<file path="config.mk">
export PLATFORM = sky130hd
export DESIGN_NAME = lpp_fifo
export DESIGN_NICKNAME = d
export VERILOG_FILES = /design/src/design/lpp_fifo.sv
export SDC_FILE = /design/constraint.sdc
export NUM_CORES = 1
export LEC_CHECK = 0
export BUFFER_PORTS_ARGS = -buffer_cell sky130_fd_sc_hd__buf_2
export CORE_MARGIN = 3
export CORE_UTILIZATION = 25
export CTS_BUF_LIST = sky130_fd_sc_hd__clkbuf_8
export CTS_CLUSTER_SIZE = 20
export DETAILED_ROUTE_END_ITERATION = 10
export HOLD_SLACK_MARGIN = 0.08
export MAX_ROUTING_LAYER = met4
export SLEW_MARGIN = 20
export SYNTH_ARGS = -nofsm -noshare
export SYNTH_HDL_FRONTEND = slang
export SYNTH_SLANG_ARGS = --single-unit
</file>
<file path="constraint.sdc">
create_clock -name clk -period 2.6 [get_ports clk]
set_clock_uncertainty 0.2 [all_clocks]
set_input_delay 0.26 -clock clk [delete_from_list [all_inputs] [get_ports clk]]
set_output_delay 0.26 -clock clk [all_outputs]
set_load 0.01 [all_outputs]
</file>
<file path="src/design/lpp_fifo.sv">
`timescale 1ns / 1ps
// ----------------------------------------------------------------------------
// Lidar projection queue
// Memory queue with a registered head entry and an occupancy count.
// ----------------------------------------------------------------------------
module lpp_fifo #(
	parameter int W     = 8,
	parameter int DEPTH = 8
) (
	input  logic                       clk,
	input  logic                       arst_n,
	input  logic                       push,
	input  logic [W-1:0]               din,
	input  logic                       pop,
	output logic [W-1:0]               dout,
	output logic                       dvalid,
	output logic [$clog2(DEPTH):0]     count
);

	localparam int AW = $clog2(DEPTH);

	logic [W-1:0]  mem_q [DEPTH];
	logic [AW-1:0] wptr_q;
	logic [AW-1:0] rptr_q;
	logic [AW:0]   mcnt_q;
	logic          ov_q;
	logic [W-1:0]  dout_q;
	logic          load;

	// The head register refills from memory whenever it is free or being taken.
	assign load = (mcnt_q != '0) && (!ov_q || pop);

	always_ff @(posedge clk) begin
		if (push) begin
			mem_q[wptr_q] <= din;
		end
		if (load) begin
			dout_q <= mem_q[rptr_q];
		end
	end

	always_ff @(posedge clk or negedge arst_n) begin
		if (!arst_n) begin
			wptr_q <= '0;
			rptr_q <= '0;
			mcnt_q <= '0;
			ov_q   <= 1'b0;
		end else begin
			if (push) begin
				wptr_q <= wptr_q + 1'b1;
			end
			if (load) begin
				rptr_q <= rptr_q + 1'b1;
			end
			case ({push, load})
				2'b10:   mcnt_q <= mcnt_q + 1'b1;
				2'b01:   mcnt_q <= mcnt_q - 1'b1;
				default: mcnt_q <= mcnt_q;
			endcase
			if (load) begin
				ov_q <= 1'b1;
			end else if (pop) begin
				ov_q <= 1'b0;
			end
		end
	end

	assign dout   = dout_q;
	assign dvalid = ov_q;
	assign count  = mcnt_q + (AW + 1)'(ov_q);

endmodule

</file>
==> summary.txt, run 1 <==
Status
  – Status: finished, final reports clean

Route
  – Antenna-violating nets left: 0
  – Vias: 1,646
  – Initial DRC count: 94
  – DR WL/cell: roughly 15 um
  – Via density: ~4.2
  – DRC Markers: 0
  – First-pass DRT Iterations: 4
  – Post-Route WL: 5890 um

Yosys
  – Mux cell area share after synthesis: around 16%
  – Post-synthesis xor/xnor area fraction: 2.86%
  – Mapped Cells: 165
  – Area of the mapped netlist: approximately 3400 um2
  – Post-synthesis sequential element count: between 80 and 90
  – Post-synthesis adder-cell area fraction: under 10%
  – Synth Area in Compound Gates: 1.00%
  – Netlist cell types: 25
  – Simple-gate share of the synthesized area: around 3.2%
  – Avg Inst Size Synth: 20.4 um2
  – Yosys warns: 0
  – Post-synthesis sequential area ratio: a little over 70%
  – Largest family of logic cells by synthesized area: multiplexers
  – Net count after synthesis: 184

Timing
  – Final setup violation count: 0
  – Worst-margin pin slew: between 700 and 800 ps
  – Fmax: between 400 and 500 MHz
  – Period utilization: 89.0%
  – Final hold vios: 0
  – Slew HR: between 40% and 50%
  – Slew Viols, Final: 0
  – Setup TNS: 0 ps
  – Minimum clock period: roughly 2300 ps
  – Unrepaired setup endpoints after global routing: no

Setup path
  – Crit-path slowest cell: dfrtp_1
  – Critical Path AT: 2350 ps
  – CP dominant cell by count: xor2_1
  – Max Fanout on Critical Path: 7
  – Crit-path leading delay family: flip-flops
  – Crit path kind: reg2reg
  – CP endpoint kind: register
  – Worst setup SP type: register
  – Max incr delay on CP: 470 ps
  – Critical-path cell list: nor4_1, a21oi_2, ha_1, xor2_1, ha_1, a21oi_1, xor2_1, nor2_1, xor2_1
  – Bufs and invs on worst path: 0
  – Req. time, crit path: roughly 2600 ps

Clocking
  – Clock Sinks: between 80 and 90
  – Post-CTS setup buffers: 0
  – CTS tree: done
  – CTS max path bufs: 2
  – CTS Buf Count: 9
  – Cts hold-fix bufs: 11
  – Clock-pin slew on the worst setup and hold paths: ~80 ps
  – Root Buffer Master: clkbuf_8
  – Post-cts resize count: 0
  – H-tree depth: 3
  – Skew-Pair Late Insertion Delay: around 350 ps

Layout
  – Nets: 237
  – Share of layout cells above drive strength 1: 29.6%
  – Design area: between 4000 and 5000 um2
  – Most frequent cells in the layout: edfxtp_1, buf_2, mux4_1
  – Commonest non-fill, non-tap cell in the layout: edfxtp_1
  – Area Growth Syn to Fin: 20.3%
  – Antenna cell count: 0
  – Fillcell total: about 1,200

Place
  – Post-DP HPWL: between 3000 and 4000 um
  – Placed Instance Area: roughly 3800 um2
  – RD Place Congestion: between 0.7 and 0.8
  – # port buffers: 24

Pwr
  – P_sw: between 1 and 1.5 mW
  – Peak supply drop: 277 uV
  – Total power: just over 4 mW
  – Seq pwr share: 49.1%
  – Internal: roughly 2.8 mW
  – Clock power share: between 20 and 25%
  – Power Dens Cells: between 1000 and 1500 nW/um2
  – Net Sw Frac: 30.8%
  – Comb pwr share: between 30% and 40%
  – Leak Pwr: about 1.5 nW

GRT
  – Initial antenna violation count: 0
  – Vias in the first global route: 1,747
  – Largest net degree at the start of global routing: 19
  – GR Util All Layers: a little under a tenth
  – Total grt overflow: 0
  – Global-route wire length before repair: about 9500 um

Die
  – Die area: around 15,000 um2
  – Rows: between 40 and 50
  – Die Ht: roughly 120 um
  – Top Ports: 25
  – Initial Utilization: 26.2%
  – Die span in x: about 120 um
  – Core area: ~13,000 um2

Min path
  – Hold Crit Class: in2async

Run
  – Max-cap violation count: 0
sequential cells by signal, summed over array words and instances, names as in the netlist:
register  count
dvalid        1
rptr_q        3
dout          8
wptr_q        3
mcnt_q        4
mem_q        64
power groups by stage:
stage,clock network [mW],logic (mW),registers (mW)
after global routing,0.937,1.37,2.05
after floorplan,0,0.918,1.96
after detailed placement,0,1.25,2.04
final,0.839,1.23,2.00
after CTS,0.875,1.26,2.01
after global placement,0,1.23,2.03
layout make-up:
cell class | count | area (um2) | area share [%]
Clock inverter | 7 | 58.8 | 1.45
Multi-Input combinational cell | 72 | 875 | 21.6
Tap cell | 172 | 215 | 5.31
Timing Repair Buffer | 49 | 335 | 8.27
Clock buffer | 9 | 124 | 3.05
Inverter | 3 | 11.3 | 0.278
Sequential cell | 83 | 2440 | 60.1
cell families (layout without fill, tap and decap cells):
kind of cell    after synthesis  after routing
buf+inv                      10             68
simple gates                 21             21
mux                          27             27
compound gates                6              6
xor+xnor                     11             11
flops                        83             83
fa+ha+maj                     7              7
Yosys cell counts:
| library cell | n | area (um2) |
|---|---|---|
| edfxtp_1 | 72 | 2160 |
| mux4_1 | 16 | 420 |
| dfrtp_1 | 11 | 275 |
| mux2_2 | 11 | 124 |
| ha_1 | 7 | 87.6 |
| nor2_1 | 7 | 26.3 |
| xor2_1 | 7 | 61.3 |
| nand2_1 | 4 | 15.0 |
| xnor2_1 | 4 | 35.0 |
| a21oi_1 | 3 | 15.0 |
| clkbuf_1 | 3 | 11.3 |
| inv_1 | 3 | 11.3 |
| nand2b_1 | 3 | 18.8 |
| nor3_1 | 2 | 10.0 |
| o21ai_0 | 2 | 10.0 |
| buf_1 | 1 | 3.75 |
| buf_12 | 1 | 20.0 |
| buf_2 | 1 | 5.00 |
| buf_6 | 1 | 11.3 |
| nand3_1 | 1 | 5.00 |
| nand3b_1 | 1 | 7.51 |
| nand4b_1 | 1 | 8.76 |
| nand4bb_1 | 1 | 11.3 |
| nor4_1 | 1 | 6.26 |
| o22a_1 | 1 | 8.76 |
metal layers:
metal / share of wire, % / GRT usage (%)
met3: 3.4 / 2.60
met2: 51 / 14.5
met4: 2.2 / 3.99
met1: 44 / 10.7
met5: 0 / -
path summary, 6_finish.rpt:
path	start	to	slack [ps]	cells after the start
max in group asynchronous	arst_n	wptr_q[0]	1870	2
worst min register to register	wptr_q[2]	wptr_q[2]	300	1
worst max register to register	mcnt_q[2]	mcnt_q[2]	290	9
worst min-delay path	arst_n	wptr_q[2]	110	2
min in group clk	wptr_q[2]	wptr_q[2]	300	1
worst max-delay path	mcnt_q[2]	mcnt_q[2]	290	9
per-stage QoR:
step,util (%),worst slack [ps],hold slack [ps],cells
final,31.5,287,109,395
after global routing,31.5,46.6,136,395
after CTS,31.5,274,102,395
after detailed placement,29.2,296,-45.4,368
after global placement,29.2,319,-48.3,368
after floorplan,-,95.8,-236,165
No activity file was read; power rests on OpenSTA's default activity.
==> run 2, diff against run 1 <==
Settings changed: ABC_CLOCK_PERIOD_IN_PS from default to 2600, CTS_BUF_LIST sky130_fd_sc_hd__clkbuf_8 to default.
==> run 2 against run 1 <==
  * Combinational power about the same
  * Design area increased by 2.5%
  * Worst hold slack improved by 27 ps
  * Sequential power about the same
  * Via count decreased by 0.24%
  * Clock power increased by 41%
  * Register-to-register slack about the same
  * Non-clock buffer count unchanged
==> summary.txt, run 2 (same netlist as run 1, synthesis figures left out) <==
GRT
  – GR Util All Layers: 9.10% (+0.041 points)
  – Largest net degree at the start of global routing: 19 (unchanged)
  – Global-route wire length before repair: 9550 um (+0.22%)
  – Total grt overflow: 0 (unchanged)
  – Initial antenna violation count: 0 (unchanged)
  – Vias in the first global route: 1,740 (-0.40%)

Timing
  – Unrepaired setup endpoints after global routing: no
  – Minimum clock period: 2310 ps (-3.14 ps)
  – Setup WS post-layout: 290 ps (+3.14 ps)
  – Period utilization: 88.8% (-0.12 points)
  – Worst-margin pin slew: 754 ps (-1.27 ps)
  – Final setup violation count: 0 (unchanged)
  – Slew HR: 49.7% (+0.085 points)
  – Fmax: 433 MHz (+0.14%)
  – Slew Viols, Final: 0 (unchanged)
  – Final hold vios: 0 (unchanged)
  – Setup TNS: 0 ps (unchanged)

Route
  – Post-Route WL: 5870 um (-0.39%)
  – Initial DRC count: 88 (-6.4%)
  – Via density: 4.16 (-0.24%)
  – Vias: 1,642 (-0.24%)
  – First-pass DRT Iterations: 4 (unchanged)
  – Antenna-violating nets left: 0 (unchanged)
  – DR WL/cell: 14.9 um (-0.39%)
  – DRC Markers: 0 (unchanged)

Setup path
  – Req. time, crit path: 2610 ps (-20 ps)
  – CP endpoint: mcnt_q[2]
  – Worst r2r src: mcnt_q[2]
  – Crit path kind: reg2reg
  – Worst setup SP type: register
  – Reg-to-reg endpoint: mcnt_q[2]
  – Max Fanout on Critical Path: 7 (unchanged)
  – Crit-path leading delay family: flip-flops
  – Crit-path slowest cell: dfrtp_1
  – CP endpoint kind: register
  – R2R Setup Slk: 290 ps (about the same)
  – Crit path depth: 9 (unchanged)
  – Reg2Reg Depth: 9 (unchanged)
  – Critical-path cell list: nor4_1, a21oi_2, ha_1, xor2_1, ha_1, a21oi_1, xor2_1, nor2_1, xor2_1
  – CP Launch Point: mcnt_q[2]
  – Critical Path AT: 2320 ps (-30 ps)
  – CP dominant cell by count: xor2_1
  – Bufs and invs on worst path: 0 (unchanged)
  – Max incr delay on CP: 470 ps (about the same)

Clocking
  – Clock-pin slew on the worst setup and hold paths: 60 ps (-20 ps)
  – CTS Buf Count: 9 (unchanged)
  – Clock Sinks: 83 (unchanged)
  – Post-cts resize count: 0 (unchanged)
  – CTS max path bufs: 2 (unchanged)
  – Root Buffer Master: clkbuf_16
  – Post-CTS setup buffers: 0 (unchanged)
  – Skew-Pair Late Insertion Delay: 330 ps (-20 ps)
  – H-tree depth: 3 (unchanged)
  – CTS tree: done

Layout
  – Max reg flops: 64 (unchanged)
  – Share of layout cells above drive strength 1: 29.6% (unchanged)
  – Final Non-Filler Cells: 395 (unchanged)
  – Nets: 237 (unchanged)
  – Most frequent cells in the layout: edfxtp_1, buf_2, mux4_1
  – Fillcell total: 1,215 (-1.1%)
  – Most flops, register: mem_q
  – Area Growth Syn to Fin: 23.3%
  – Antenna cell count: 0 (unchanged)
  – Commonest non-fill, non-tap cell in the layout: edfxtp_1

Pwr
  – Power Dens Cells: 1060 nW/um2 (+5.7%)
  – Leak Pwr: 1.50 nW (+3.2%)
  – Peak supply drop: 368 uV (+33%)

Place
  – Placed insts: 368 (unchanged)
  – Place WS: 296 ps (unchanged)
  – # port buffers: 24 (unchanged)
  – RD Place Congestion: 0.718 (unchanged)
  – Post-DP HPWL: 3890 um (unchanged)

Die
  – Die Ht: 122 um (unchanged)
  – Die span in x: 122 um (unchanged)
  – Core area: 12,900 um2 (unchanged)
  – Initial Utilization: 26.2% (unchanged)
  – Rows: 41 (unchanged)
  – Top Ports: 25 (unchanged)
  – Die area: 14,900 um2 (unchanged)

Min path
  – Hold Crit Class: in2async

Status
  – Status: finished, final reports clean

Run
  – Max-cap violation count: 0 (unchanged)
## run 2: cell counts in the layout (fill, tap and decap cells not counted)
Identical to the previous run, type by type.
## run 2: repair_timing
action,4_1_cts,5_1_grt
setup endpoints to repair,0,0
hold endpoints to repair,79,0
hold buffers,11,0
## run 2: stage by stage
stage / utilization (%) / instance area, um2 / power, mW / hold slack (ps)
detailed placement: 29.2 / 3760 / 3.29 / -45.4
floorplan: - / 3370 / 2.88 / -236
global route: 32.3 / 4160 / 4.70 / 171
global placement: 29.2 / 3760 / 3.25 / -48.3
CTS: 32.3 / 4160 / 4.49 / 136
finish: 32.3 / 4160 / 4.42 / 135
## run 2: layer usage
layer	vias up	share of wire, %	GRT usage [%]
met3	11	3.2	2.60
met1	828	44	10.7
met2	27	51	14.5
met5	-	0	-
li1	776	-	-
met4	0	2.0	4.20
## run 2: power by group
part	internal [mW]	leakage (nW)	switching, mW
Combinational	0.667	0.580	0.567
Sequential	1.79	0.785	0.208
Clock	0.663	0.139	0.517
Total	3.12	1.50	1.29
## run 2: layout make-up
class                           count  area [um2]  area share (%)
Sequential cell                    83        2440            58.6
Multi-Input combinational cell     72         875            21.0
Timing Repair Buffer               49         335            8.07
Clock buffer                        9         225            5.42
Tap cell                          172         215            5.18
Clock inverter                      7        58.8            1.41
Inverter                            3        11.3           0.271
## run 2: worst register-to-register path, delay by kind of cell (launching register included)
family | cells | cell delay (ps)
flip-flops | 1 | 470
AO/OA/AOI/OAI | 2 | 220
AND/OR/NAND/NOR | 2 | 380
adder cells (fa/ha/maj) | 2 | 450
XOR/XNOR | 3 | 470
## run 2: worst min-delay path by stage
| stage | to | depth (start not counted) | slack [ps] |
|---|---|---|---|
| after floorplan | dvalid | 0 | -240 |
| after global placement | wptr_q[0] | 1 | -50 |
| after detailed placement | mcnt_q[3] | 1 | -50 |
| after CTS | mcnt_q[3] | 2 | 140 |
| after global routing | wptr_q[2] | 2 | 170 |
| final | wptr_q[2] | 2 | 140 |
